--- src/hdl/pdm_pkg.sv ---
// shared types and constants of the pwm period and duty meter
package pdm_pkg;

   localparam int RATE_W  = 27;
   localparam int DUTY_W  = 7;
   localparam int TICKS_W = 16;

   localparam logic [RATE_W-1:0] RATE_RESET = 27'd8000000;
   localparam logic [DUTY_W-1:0] DUTY_SCALE = 7'd100;

   typedef enum logic [2:0] {
      PH_WAIT = 3'b001,
      PH_HIGH = 3'b010,
      PH_LOW  = 3'b100
   } phase_type;

   typedef enum logic [2:0] {
      BK_IDLE = 3'b001,
      BK_DIV  = 3'b010,
      BK_DONE = 3'b100
   } back_state_type;

endpackage

--- src/hdl/pdm_front.sv ---
// edge detection and tick counting, emits one period record per completed period
module pdm_front #(
   parameter int COUNT_BITS = 16
) (
   input  logic                  clock,
   input  logic                  reset,
   input  logic                  req_valid,
   output logic                  req_stall,
   input  logic                  req_level,
   input  logic                  q_full,
   output logic                  rec_push,
   output logic [COUNT_BITS-1:0] rec_high,
   output logic [COUNT_BITS-1:0] rec_low,
   output logic                  rec_sat
);
   import pdm_pkg::*;

   localparam logic [COUNT_BITS-1:0] COUNT_MAX = {COUNT_BITS{1'b1}};
   localparam logic [COUNT_BITS-1:0] COUNT_ONE = COUNT_BITS'(1);

   logic                  prev_ff, prev_in;
   phase_type             phase_ff, phase_in;
   logic [COUNT_BITS-1:0] count_ff, count_in;
   logic [COUNT_BITS-1:0] high_ff, high_in;
   logic                  sat_ff, sat_in;
   logic                  fire, rising, falling;
   logic [COUNT_BITS-1:0] count_inc;
   logic                  count_at_max;

   assign req_stall    = q_full;
   assign fire         = req_valid & ~req_stall;
   assign rising       = req_level & ~prev_ff;
   assign falling      = ~req_level & prev_ff;
   assign count_at_max = (count_ff == COUNT_MAX);
   assign count_inc    = count_at_max ? count_ff : count_ff + COUNT_ONE;

   assign rec_push = fire & (phase_ff == PH_LOW) & rising;
   assign rec_high = high_ff;
   assign rec_low  = count_ff;
   assign rec_sat  = sat_ff;

   always_comb begin
      prev_in  = prev_ff;
      phase_in = phase_ff;
      count_in = count_ff;
      high_in  = high_ff;
      sat_in   = sat_ff;
      if (fire) begin
         prev_in = req_level;
         case (phase_ff)
            PH_HIGH: begin
               if (falling) begin
                  high_in  = count_ff;
                  count_in = COUNT_ONE;
                  phase_in = PH_LOW;
               end else begin
                  count_in = count_inc;
                  sat_in   = sat_ff | count_at_max;
               end
            end
            PH_LOW: begin
               if (rising) begin
                  count_in = COUNT_ONE;
                  sat_in   = 1'b0;
                  phase_in = PH_HIGH;
               end else begin
                  count_in = count_inc;
                  sat_in   = sat_ff | count_at_max;
               end
            end
            default: begin
               if (rising) begin
                  count_in = COUNT_ONE;
                  sat_in   = 1'b0;
                  phase_in = PH_HIGH;
               end
            end
         endcase
      end
   end

   always_ff @(posedge clock) begin
      if (reset) begin
         prev_ff  <= 1'b0;
         phase_ff <= PH_WAIT;
         count_ff <= '0;
         high_ff  <= '0;
         sat_ff   <= 1'b0;
      end else begin
         prev_ff  <= prev_in;
         phase_ff <= phase_in;
         count_ff <= count_in;
         high_ff  <= high_in;
         sat_ff   <= sat_in;
      end
   end

endmodule

--- src/hdl/pdm_queue.sv ---
// two-entry queue of period records between front and back
module pdm_queue #(
   parameter int DATA_W = 33
) (
   input  logic              clock,
   input  logic              reset,
   input  logic              push,
   input  logic [DATA_W-1:0] wdata,
   output logic              full,
   output logic              valid,
   output logic [DATA_W-1:0] rdata,
   input  logic              pop
);
   import pdm_pkg::*;

   localparam int DEPTH = 2;
   localparam int PTR_W = $clog2(DEPTH);
   localparam int CNT_W = $clog2(DEPTH + 1);

   logic [DATA_W-1:0] mem_ff [DEPTH];
   logic [PTR_W-1:0]  wr_ptr_ff, wr_ptr_in;
   logic [PTR_W-1:0]  rd_ptr_ff, rd_ptr_in;
   logic [CNT_W-1:0]  cnt_ff, cnt_in;
   logic              do_push, do_pop;

   assign full    = (cnt_ff == CNT_W'(DEPTH));
   assign valid   = (cnt_ff != '0);
   assign rdata   = mem_ff[rd_ptr_ff];
   assign do_push = push & ~full;
   assign do_pop  = pop & valid;

   always_comb begin
      wr_ptr_in = do_push ? wr_ptr_ff + PTR_W'(1) : wr_ptr_ff;
      rd_ptr_in = do_pop  ? rd_ptr_ff + PTR_W'(1) : rd_ptr_ff;
      cnt_in    = cnt_ff;
      if (do_push & ~do_pop) begin
         cnt_in = cnt_ff + CNT_W'(1);
      end else if (do_pop & ~do_push) begin
         cnt_in = cnt_ff - CNT_W'(1);
      end
   end

   always_ff @(posedge clock) begin
      if (do_push) begin
         mem_ff[wr_ptr_ff] <= wdata;
      end
   end

   always_ff @(posedge clock) begin
      if (reset) begin
         wr_ptr_ff <= '0;
         rd_ptr_ff <= '0;
         cnt_ff    <= '0;
      end else begin
         wr_ptr_ff <= wr_ptr_in;
         rd_ptr_ff <= rd_ptr_in;
         cnt_ff    <= cnt_in;
      end
   end

endmodule

--- src/hdl/pdm_back.sv ---
// shift-subtract dividers for frequency and duty, and the result register
module pdm_back #(
   parameter int COUNT_BITS = 16
) (
   input  logic                          clock,
   input  logic                          reset,
   input  logic [pdm_pkg::RATE_W-1:0]    tick_rate,
   input  logic                          rec_valid,
   input  logic [COUNT_BITS-1:0]         rec_high,
   input  logic [COUNT_BITS-1:0]         rec_low,
   input  logic                          rec_sat,
   output logic                          rec_pop,
   output logic                          rsp_valid,
   input  logic                          rsp_stall,
   output logic [pdm_pkg::RATE_W-1:0]    rsp_freq_hz,
   output logic [pdm_pkg::DUTY_W-1:0]    rsp_duty_percent,
   output logic [pdm_pkg::TICKS_W-1:0]   rsp_high_ticks,
   output logic [pdm_pkg::TICKS_W-1:0]   rsp_low_ticks,
   output logic                          rsp_overrun
);
   import pdm_pkg::*;

   localparam int DEN_W  = COUNT_BITS + 1;
   localparam int PROD_W = COUNT_BITS + DUTY_W;
   localparam int NUM_W  = (PROD_W > RATE_W) ? PROD_W : RATE_W;
   localparam int ITER_W = $clog2(NUM_W + 1);

   back_state_type     state_ff, state_in;
   logic [ITER_W-1:0]  iter_ff, iter_in;
   logic [DEN_W-1:0]   den_ff, den_in;
   logic [NUM_W-1:0]   fnum_ff, fnum_in;
   logic [DEN_W-1:0]   frem_ff, frem_in;
   logic [NUM_W-1:0]   dnum_ff, dnum_in;
   logic [DEN_W-1:0]   drem_ff, drem_in;
   logic [TICKS_W-1:0] hi_ff, hi_in;
   logic [TICKS_W-1:0] lo_ff, lo_in;
   logic               sat_ff, sat_in;

   logic               rsp_valid_ff, rsp_valid_in;
   logic [RATE_W-1:0]  freq_ff;
   logic [DUTY_W-1:0]  duty_ff;
   logic [TICKS_W-1:0] rhi_ff;
   logic [TICKS_W-1:0] rlo_ff;
   logic               rsat_ff;

   logic [PROD_W-1:0]  prod;
   logic [DEN_W:0]     f_trial, d_trial;
   logic               f_ge, d_ge;
   logic               out_load;

   assign prod    = PROD_W'(rec_high) * PROD_W'(DUTY_SCALE);
   assign f_trial = {frem_ff, fnum_ff[NUM_W-1]};
   assign d_trial = {drem_ff, dnum_ff[NUM_W-1]};
   assign f_ge    = (f_trial >= {1'b0, den_ff});
   assign d_ge    = (d_trial >= {1'b0, den_ff});

   assign rec_pop  = (state_ff == BK_IDLE) & rec_valid;
   assign out_load = (state_ff == BK_DONE) & (~rsp_valid_ff | ~rsp_stall);

   always_comb begin
      state_in = state_ff;
      iter_in  = iter_ff;
      den_in   = den_ff;
      fnum_in  = fnum_ff;
      frem_in  = frem_ff;
      dnum_in  = dnum_ff;
      drem_in  = drem_ff;
      hi_in    = hi_ff;
      lo_in    = lo_ff;
      sat_in   = sat_ff;
      case (state_ff)
         BK_IDLE: begin
            if (rec_valid) begin
               den_in   = DEN_W'(rec_high) + DEN_W'(rec_low);
               fnum_in  = NUM_W'(tick_rate);
               dnum_in  = NUM_W'(prod);
               frem_in  = '0;
               drem_in  = '0;
               hi_in    = TICKS_W'(rec_high);
               lo_in    = TICKS_W'(rec_low);
               sat_in   = rec_sat;
               iter_in  = '0;
               state_in = BK_DIV;
            end
         end
         BK_DIV: begin
            fnum_in = {fnum_ff[NUM_W-2:0], f_ge};
            dnum_in = {dnum_ff[NUM_W-2:0], d_ge};
            frem_in = f_ge ? DEN_W'(f_trial - {1'b0, den_ff}) : f_trial[DEN_W-1:0];
            drem_in = d_ge ? DEN_W'(d_trial - {1'b0, den_ff}) : d_trial[DEN_W-1:0];
            iter_in = iter_ff + ITER_W'(1);
            if (iter_ff == ITER_W'(NUM_W - 1)) begin
               state_in = BK_DONE;
            end
         end
         BK_DONE: begin
            if (out_load) begin
               state_in = BK_IDLE;
            end
         end
         default: begin
            state_in = BK_IDLE;
         end
      endcase
   end

   assign rsp_valid_in = out_load | (rsp_valid_ff & rsp_stall);

   always_ff @(posedge clock) begin
      if (reset) begin
         state_ff     <= BK_IDLE;
         rsp_valid_ff <= 1'b0;
      end else begin
         state_ff     <= state_in;
         rsp_valid_ff <= rsp_valid_in;
      end
   end

   always_ff @(posedge clock) begin
      iter_ff <= iter_in;
      den_ff  <= den_in;
      fnum_ff <= fnum_in;
      frem_ff <= frem_in;
      dnum_ff <= dnum_in;
      drem_ff <= drem_in;
      hi_ff   <= hi_in;
      lo_ff   <= lo_in;
      sat_ff  <= sat_in;
      if (out_load) begin
         freq_ff <= fnum_ff[RATE_W-1:0];
         duty_ff <= dnum_ff[DUTY_W-1:0];
         rhi_ff  <= hi_ff;
         rlo_ff  <= lo_ff;
         rsat_ff <= sat_ff;
      end
   end

   assign rsp_valid        = rsp_valid_ff;
   assign rsp_freq_hz      = freq_ff;
   assign rsp_duty_percent = duty_ff;
   assign rsp_high_ticks   = rhi_ff;
   assign rsp_low_ticks    = rlo_ff;
   assign rsp_overrun      = rsat_ff;

endmodule

--- src/hdl/pwm_period_duty_meter_core.sv ---
// Top level of the pwm period and duty meter. One level sample is taken per clock on the
// request channel; req_stall stays low and no sample is missed as long as fewer than two
// finished periods wait for the divider. Each finished period then passes through the back
// end (two max(27, COUNT_BITS + 7)-bit shift-subtract dividers running side by side, one
// quotient bit per cycle) before its result is offered on the response channel; the back
// end takes a new period only after the last result is loaded. Periods are at least two
// samples long, so a steady input only stalls when its periods are shorter than the time
// the back end spends on one. csr_wdata sets the tick rate and should be written while idle.
module pwm_period_duty_meter_core #(
   parameter int COUNT_BITS = 16
) (
   input  logic                          clock,
   input  logic                          reset,
   input  logic                          csr_wen,
   input  logic [pdm_pkg::RATE_W-1:0]    csr_wdata,
   input  logic                          req_valid,
   output logic                          req_stall,
   input  logic                          req_level,
   output logic                          rsp_valid,
   input  logic                          rsp_stall,
   output logic [pdm_pkg::RATE_W-1:0]    rsp_freq_hz,
   output logic [pdm_pkg::DUTY_W-1:0]    rsp_duty_percent,
   output logic [pdm_pkg::TICKS_W-1:0]   rsp_high_ticks,
   output logic [pdm_pkg::TICKS_W-1:0]   rsp_low_ticks,
   output logic                          rsp_overrun
);
   import pdm_pkg::*;

   localparam int REC_W = 2 * COUNT_BITS + 1;

   logic [RATE_W-1:0]     rate_ff;
   logic [RATE_W-1:0]     rate_in;
   logic                  q_full, q_valid, rec_push, rec_pop;
   logic [COUNT_BITS-1:0] push_high, push_low;
   logic                  push_sat;
   logic [REC_W-1:0]      q_rdata;

   assign rate_in = csr_wen ? csr_wdata : rate_ff;

   always_ff @(posedge clock) begin
      if (reset) begin
         rate_ff <= RATE_RESET;
      end else begin
         rate_ff <= rate_in;
      end
   end

   pdm_front #(.COUNT_BITS(COUNT_BITS)) u_front (
      .clock     (clock),
      .reset     (reset),
      .req_valid (req_valid),
      .req_stall (req_stall),
      .req_level (req_level),
      .q_full    (q_full),
      .rec_push  (rec_push),
      .rec_high  (push_high),
      .rec_low   (push_low),
      .rec_sat   (push_sat)
   );

   pdm_queue #(.DATA_W(REC_W)) u_queue (
      .clock (clock),
      .reset (reset),
      .push  (rec_push),
      .wdata ({push_sat, push_high, push_low}),
      .full  (q_full),
      .valid (q_valid),
      .rdata (q_rdata),
      .pop   (rec_pop)
   );

   pdm_back #(.COUNT_BITS(COUNT_BITS)) u_back (
      .clock            (clock),
      .reset            (reset),
      .tick_rate        (rate_ff),
      .rec_valid        (q_valid),
      .rec_high         (q_rdata[2*COUNT_BITS-1:COUNT_BITS]),
      .rec_low          (q_rdata[COUNT_BITS-1:0]),
      .rec_sat          (q_rdata[REC_W-1]),
      .rec_pop          (rec_pop),
      .rsp_valid        (rsp_valid),
      .rsp_stall        (rsp_stall),
      .rsp_freq_hz      (rsp_freq_hz),
      .rsp_duty_percent (rsp_duty_percent),
      .rsp_high_ticks   (rsp_high_ticks),
      .rsp_low_ticks    (rsp_low_ticks),
      .rsp_overrun      (rsp_overrun)
   );

endmodule

--- config.mk ---
export PLATFORM = sky130hd
export DESIGN_NAME = pwm_period_duty_meter_core
export DESIGN_NICKNAME = d
export VERILOG_FILES = /design/src/hdl/pdm_pkg.sv /design/src/hdl/pdm_front.sv /design/src/hdl/pdm_queue.sv /design/src/hdl/pdm_back.sv /design/src/hdl/pwm_period_duty_meter_core.sv
export SDC_FILE = /design/constraint.sdc
export NUM_CORES = 1
export LEC_CHECK = 0
export ABC_AREA = 1
export BUFFER_PORTS_ARGS = -buffer_cell sky130_fd_sc_hd__buf_2
export CELL_PAD_IN_SITES_DETAIL_PLACEMENT = 1
export CELL_PAD_IN_SITES_GLOBAL_PLACEMENT = 1
export CORE_ASPECT_RATIO = 1.1
export CORE_MARGIN = 1.5
export CORE_UTILIZATION = 30
export CTS_CLUSTER_DIAMETER = 80
export DETAILED_ROUTE_END_ITERATION = 10
export HOLD_SLACK_MARGIN = 0.08
export PLACE_DENSITY_LB_ADDON = 0.1
export SLEW_MARGIN = 15
export SYNTH_ARGS = -nofsm -noshare
export SYNTH_HDL_FRONTEND = slang
export SYNTH_SLANG_ARGS = --single-unit
--- constraint.sdc ---
create_clock -name clock -period 7.7 [get_ports clock]
set_clock_uncertainty 0.05 [all_clocks]
set_input_delay 1.54 -clock clock [delete_from_list [all_inputs] [get_ports clock]]
set_output_delay 1.54 -clock clock [all_outputs]
set_load 0.02 [all_outputs]
* Yosys cells after proc, flatten, opt, wreduce, memory -nomap -nowiden *
Memories as Yosys holds them, arrays and structs flattened. A register that Yosys moved wholly into a read port is not among the register bits.
Cells that the tools add are included.

word-level totals
  register bits = 282
  memory bits (writable) = 66
  input bits = 33
  word-level logic and storage cells = 118
  memories kept = 1

operators by class
  add/sub/neg operators = 9
  multiply operators = 1
  $lt $le $gt $ge = 2
  equality and inequality tests = 13
  multiplexer cells = 33
  bitwise gates (word level) = 22
  reductions and logical operators = 12

memories
  name            depth  bits a word  rd ports  clocked after Yosys merged registers in  wr ports  RTL line         text
  u_queue.mem_ff  2      33           1         1                                        1         pdm_queue.sv:20  logic [DATA_W-1:0] mem_ff [DEPTH];

operators with widths
  operator                 count
  $pmux W27 S2             2
  $pmux W17 S2             2
  $mux W16                 4
  $mux W27                 2
  $mux W17                 3
  $ge A18 B17 Y1           2
  $sub A17 B17 Y17         2
  $pmux W16 S2             1
  $mul A16 B5 Y21 const B  1
  $mux W3                  6
  $add A16 B16 Y17         1
  $add A16 B1 Y16 const B  1
  $eq A16 B16 Y1 const B   1
  $and A1 B1 Y1            12
  $reduce_and A3 Y1        4
  $pmux W5 S2              1
  $pmux W3 S3              1
  $ne A2 B1 Y1 const B     4
  $reduce_bool A2 Y1       4
  $mux W1                  7
  $not A1 Y1               7
  $eq A3 B2 Y1 const B     2
  $eq A3 B3 Y1 const B     2
  $reduce_and A2 Y1        3
  other kinds (13)         17

* Longest topological paths before layout *
  depth after elaboration = 10
  gate-level depth with buffers = 20
  gate-level depth less buffers = 20

* By module *
Synthesis repeated with hierarchy kept, for this count alone.

second synthesis, totals
  cells, all modules = 1931
  area, all modules = 18442.7 sq um

modules (own cells, without submodules)
  module                      times used  cells each  area each (sq um)
  pdm_back                    1           1377        12699.7
  pdm_queue                   1           140         2781.4
  pdm_front                   1           257         1901.8
  pwm_period_duty_meter_core  1           157         1059.8

* Worst setup path before layout *
Ideal clock, no wire load.

  path kind = in2reg
  start = input rsp_stall
  end = register u_back.duty_ff[0], in the netlist u_back.rsp_duty_percent[0] (enable)
  library setup time = 0.492 ns
  data arrival time = 4.450 ns
  path slack = 2.707 ns
  cell stages on the path = 3
  path buffers = 0
  cell sequence = nand2_1 -> inv_1 -> nor2_1

between the ends
  cells in the longest elaborated chain, start to end = 3

RTL lines
  what                       RTL line                          text
  from (decl)                pwm_period_duty_meter_core.sv:20  input logic rsp_stall,
  $not A1 Y1                 pdm_back.sv:58                    assign out_load = (state_ff == BK_DONE) & (~rsp_valid_ff | ~rsp_stall);
  $or A1 B1 Y1               pdm_back.sv:58
  $and A1 B1 Y1              pdm_back.sv:58
  named net u_back.out_load  pdm_back.sv:49                    logic out_load;
  to (signal assigned)       pdm_back.sv:131                   duty_ff <= dnum_ff[DUTY_W-1:0];
  to (decl)                  pdm_back.sv:41                    logic [DUTY_W-1:0] duty_ff;

The timed path passes the listed nets, and every way through them passes these cells.
A chain may end at the register's enable or synchronous reset.

==> metrics.md <==
| Metric | Value |
|---|---|
| Outcome | `finished, final reports clean` |
| Post-Route WL | `49300 um` |
| RSZ-0062 raised after global routing | `false` |
| Crit-path max FO | `24` |
| Commonest non-fill, non-tap cell in the layout | `nand2_1` |
| Antenna cells | `0` |
| Routed WL per cell | `17.7 um` |
| Reg-to-Reg End | `u_back.dnum_ff[19]` |
| CP peak stage delay | `just over 0.8 ns` |
| CP max-delay cell | `dfxtp_1` |
| Clock Path Buffers | `3` |
| Die area | `60900 sq um` |
| WP data arrival | `4.98 ns` |
| CTS tree | `built` |
| P_leak | `about 8.7 nW` |
| IO buf count | `about 100` |
| Row cnt | `between 90 and 100` |
| Pin count of the biggest net entering global routing | `slightly below 80` |
| Overflow after GRT | `0` |
| Num ports | `102` |
| CP Data Required Time | `about 8 ns` |
| Hold Violations, Final | `0` |
| FILL cells | `around 7000` |
| Worst-path cell chain | `buf_4, nand2_1, o21ai_0, inv_1, ha_1, ha_1, fa_1, ha_1, a21oi_1, nand2_1, nand3_1, nand2_1, nand3_1, nand3b_1, nand3_1, nand2_1` |
| Max-cap violations | `0` |
| Post-synthesis instance area | `roughly 18000 sq um` |
| GRT Overall Usage | `0.165` |
| FF-to-FF setup slack | `slightly below 3 ns` |
| DIE HEIGHT | `between 200 and 300 um` |
| Share of cells above drive strength 1 | `0.126` |
| Drt initial violations | `approximately 640` |
| Number of synthesized register bits | `roughly 350` |
| Gpl congestion | `roughly 0.82` |
| Worst min path class | `reg -> reg` |
| Slew HR | `0.289` |
| Pre-CTS setup slack | `between 2 and 3 ns` |
| Total number of yosys warnings | `0` |
| Clock latency on the worst-skew pair | `just under 0.6 ns` |
| Cells after synthesis | `roughly 1900` |
| Hold buffers post-CTS | `0` |
| TritonCTS Buffers | `42` |
| Final worst path period share | `0.612` |
| Worst Hold End | `u_back.rsp_high_ticks[0]` |
| Setup Viol. Count Final | `0` |
| Post-CTS setup buffers | `0` |
| Post-synthesis sequential area ratio | `0.547` |
| Clock slew at reported path FFs | `0.06 ns` |
| Initial antenna violation count | `0` |
| DRC | `0` |
| Worst Tran Pin Value | `about 1.1 ns` |
| Setup CP Type | `reg -> reg` |
| Max Fclk | `between 0.2 and 0.25 GHz` |
| Worst IR Drop VDD | `around 0.18 mV` |
| Syn nets | `2040` |
| Final setup TNS | `0 ns` |
| Detailed placement HPWL | `about 36000 um` |
| Crit path top cell by count | `nand2_1` |
| Initial Utilization | `0.304` |
| Crit path time final | `roughly 4.7 ns` |
| Startpoint types | `flip-flop` |
| First-pass DRT Iterations | `4` |
| Post-route ant nets | `0` |
| Synthesized area per cell | `9.45 sq um` |
| Vias in the first global route | `between 10000 and 15000` |
| Area delta synth->final | `15.2%` |
| Routed vias | `between 10000 and 15000` |
| Setup ws final | `around 3 ns` |
| Via density | `4.60` |
| Most frequent cells in the layout | `nand2_1 (494), edfxtp_1 (276), inv_1 (248)` |
| Setup crit end kind | `flip-flop` |
| Root buffer cell | `clkbuf_16` |
| First-pass GRT wire length | `78400 um` |
| H-tree Lvls | `2` |
| Clk sink count | `between 300 and 400` |
| Die X | `around 240 um` |
| Final nets | `between 2000 and 2500` |
| Hold_sp | `u_back.hi_ff[0]` |
| Yosys cell types | `44` |
| Hold path depth | `0` |
| Post_cts resized | `0` |
| Slew Limit Fails | `0` |
| Pwr Density | `roughly 370 nW/um^2` |
| Core area | `slightly below 60000 sq um` |
| R2R depth | `16` |
## worst max-delay path by stage
stage                                       endpoint       from
after floorplan           u_back.rsp_duty_percent[0]  rsp_stall
after global placement            u_back.dnum_ff[19]  flip-flop
after detailed placement          u_back.dnum_ff[11]  flip-flop
after CTS                         u_back.dnum_ff[11]  flip-flop
after global routing              u_back.dnum_ff[19]  flip-flop
final                             u_back.dnum_ff[19]  flip-flop
## metrics by stage
step                instance area (sq um)  hold slack (ns)  instances   util  total power (W)
finish                              20500            0.366       2790  0.350          0.00752
global route                        20500            0.380       2790  0.350          0.00813
CTS                                 20500            0.368       2789  0.350          0.00768
detailed placement                  19200            0.356       2714  0.327          0.00566
global placement                    19200            0.354       2714  0.327          0.00562
floorplan                           17800            0.350       1887      -          0.00483
## critical path: cells and delay by family (launching register included)
family / cells / cell delay, ns
AOI/OAI and AO/OA: 2 / 0.56
DFF: 1 / 0.82
and+or+nand+nor: 8 / 0.79
adders and majority gates: 4 / 1.46
buffers and inverters: 2 / 0.74
## report_power, final
group	switching, W	internal (W)
combinational	0.00192	0.000864
clock	0.000812	0.00115
sequential	0.000192	0.00258
## final cells by class
cell class	count	area (sq um)	area share
Sequential cell	349	9750	0.475
Timing Repair Buffer	109	578	0.0282
Clock inverter	17	211	0.0103
Clock buffer	58	1140	0.0556
Multi-Input combinational cell	1236	6920	0.337
Tap cell	760	951	0.0463
Inverter	261	980	0.0477
## flip-flops by register name, indices dropped and copies added (netlist names), 17 cells and up, named ones only
register	count
u_back.fnum_ff	27
u_back.dnum_ff	27
u_queue.mem_ff	66
u_back.rsp_freq_hz	27
u_back.drem_ff	17
u_back.den_ff	17
rate_ff	27
u_back.frem_ff	17
## layer usage
layer / up-vias / routed length [um] / track usage
li1: 6423 / - / -
met1: 6219 / 21600 / 0.201
met2: 132 / 25100 / 0.301
met3: 67 / 1260 / 0.0239
met4: 0 / 1380 / 0.0532
met5: - / 0 / 0
## Yosys cell counts, drive strengths merged
master | instances | area [sq um]
ha | 106 | 1330
o21ai | 91 | 455
buf | 20 | 135
and2 | 4 | 25.0
xnor2 | 8 | 70.1
nand3b | 20 | 150
o21a | 1 | 7.51
nor2 | 201 | 787
clkinv | 1 | 3.75
and3 | 1 | 11.3
edfxtp | 276 | 8290
o21bai | 2 | 15.0
xor2 | 28 | 245
or2 | 4 | 25.0
a211oi | 2 | 15.0
nand3 | 86 | 453
clkbuf | 21 | 78.8
a21oi | 86 | 449
fa | 14 | 280
inv | 260 | 976
nor3 | 15 | 100
a31oi | 5 | 46.3
nand2 | 518 | 2030
nor4 | 2 | 12.5
nand4 | 17 | 106
o31ai | 1 | 7.51
o211ai | 2 | 15.0
dfxtp | 73 | 1460
mux2 | 22 | 248
## kinds of logic (layout without fill, tap and decap cells)
kind of cell,count (synthesis),in the layout,synth area share
buffers and inverters,302,445,0.0670
adders and majority gates,120,120,0.0901
xor gates and xnor gates,36,36,0.0177
muxes,22,22,0.0139
AOI/OAI and AO/OA,190,190,0.0567
and+or+nand+nor,868,868,0.208
DFF,349,349,0.547
(Power assumes the default switching activity.)
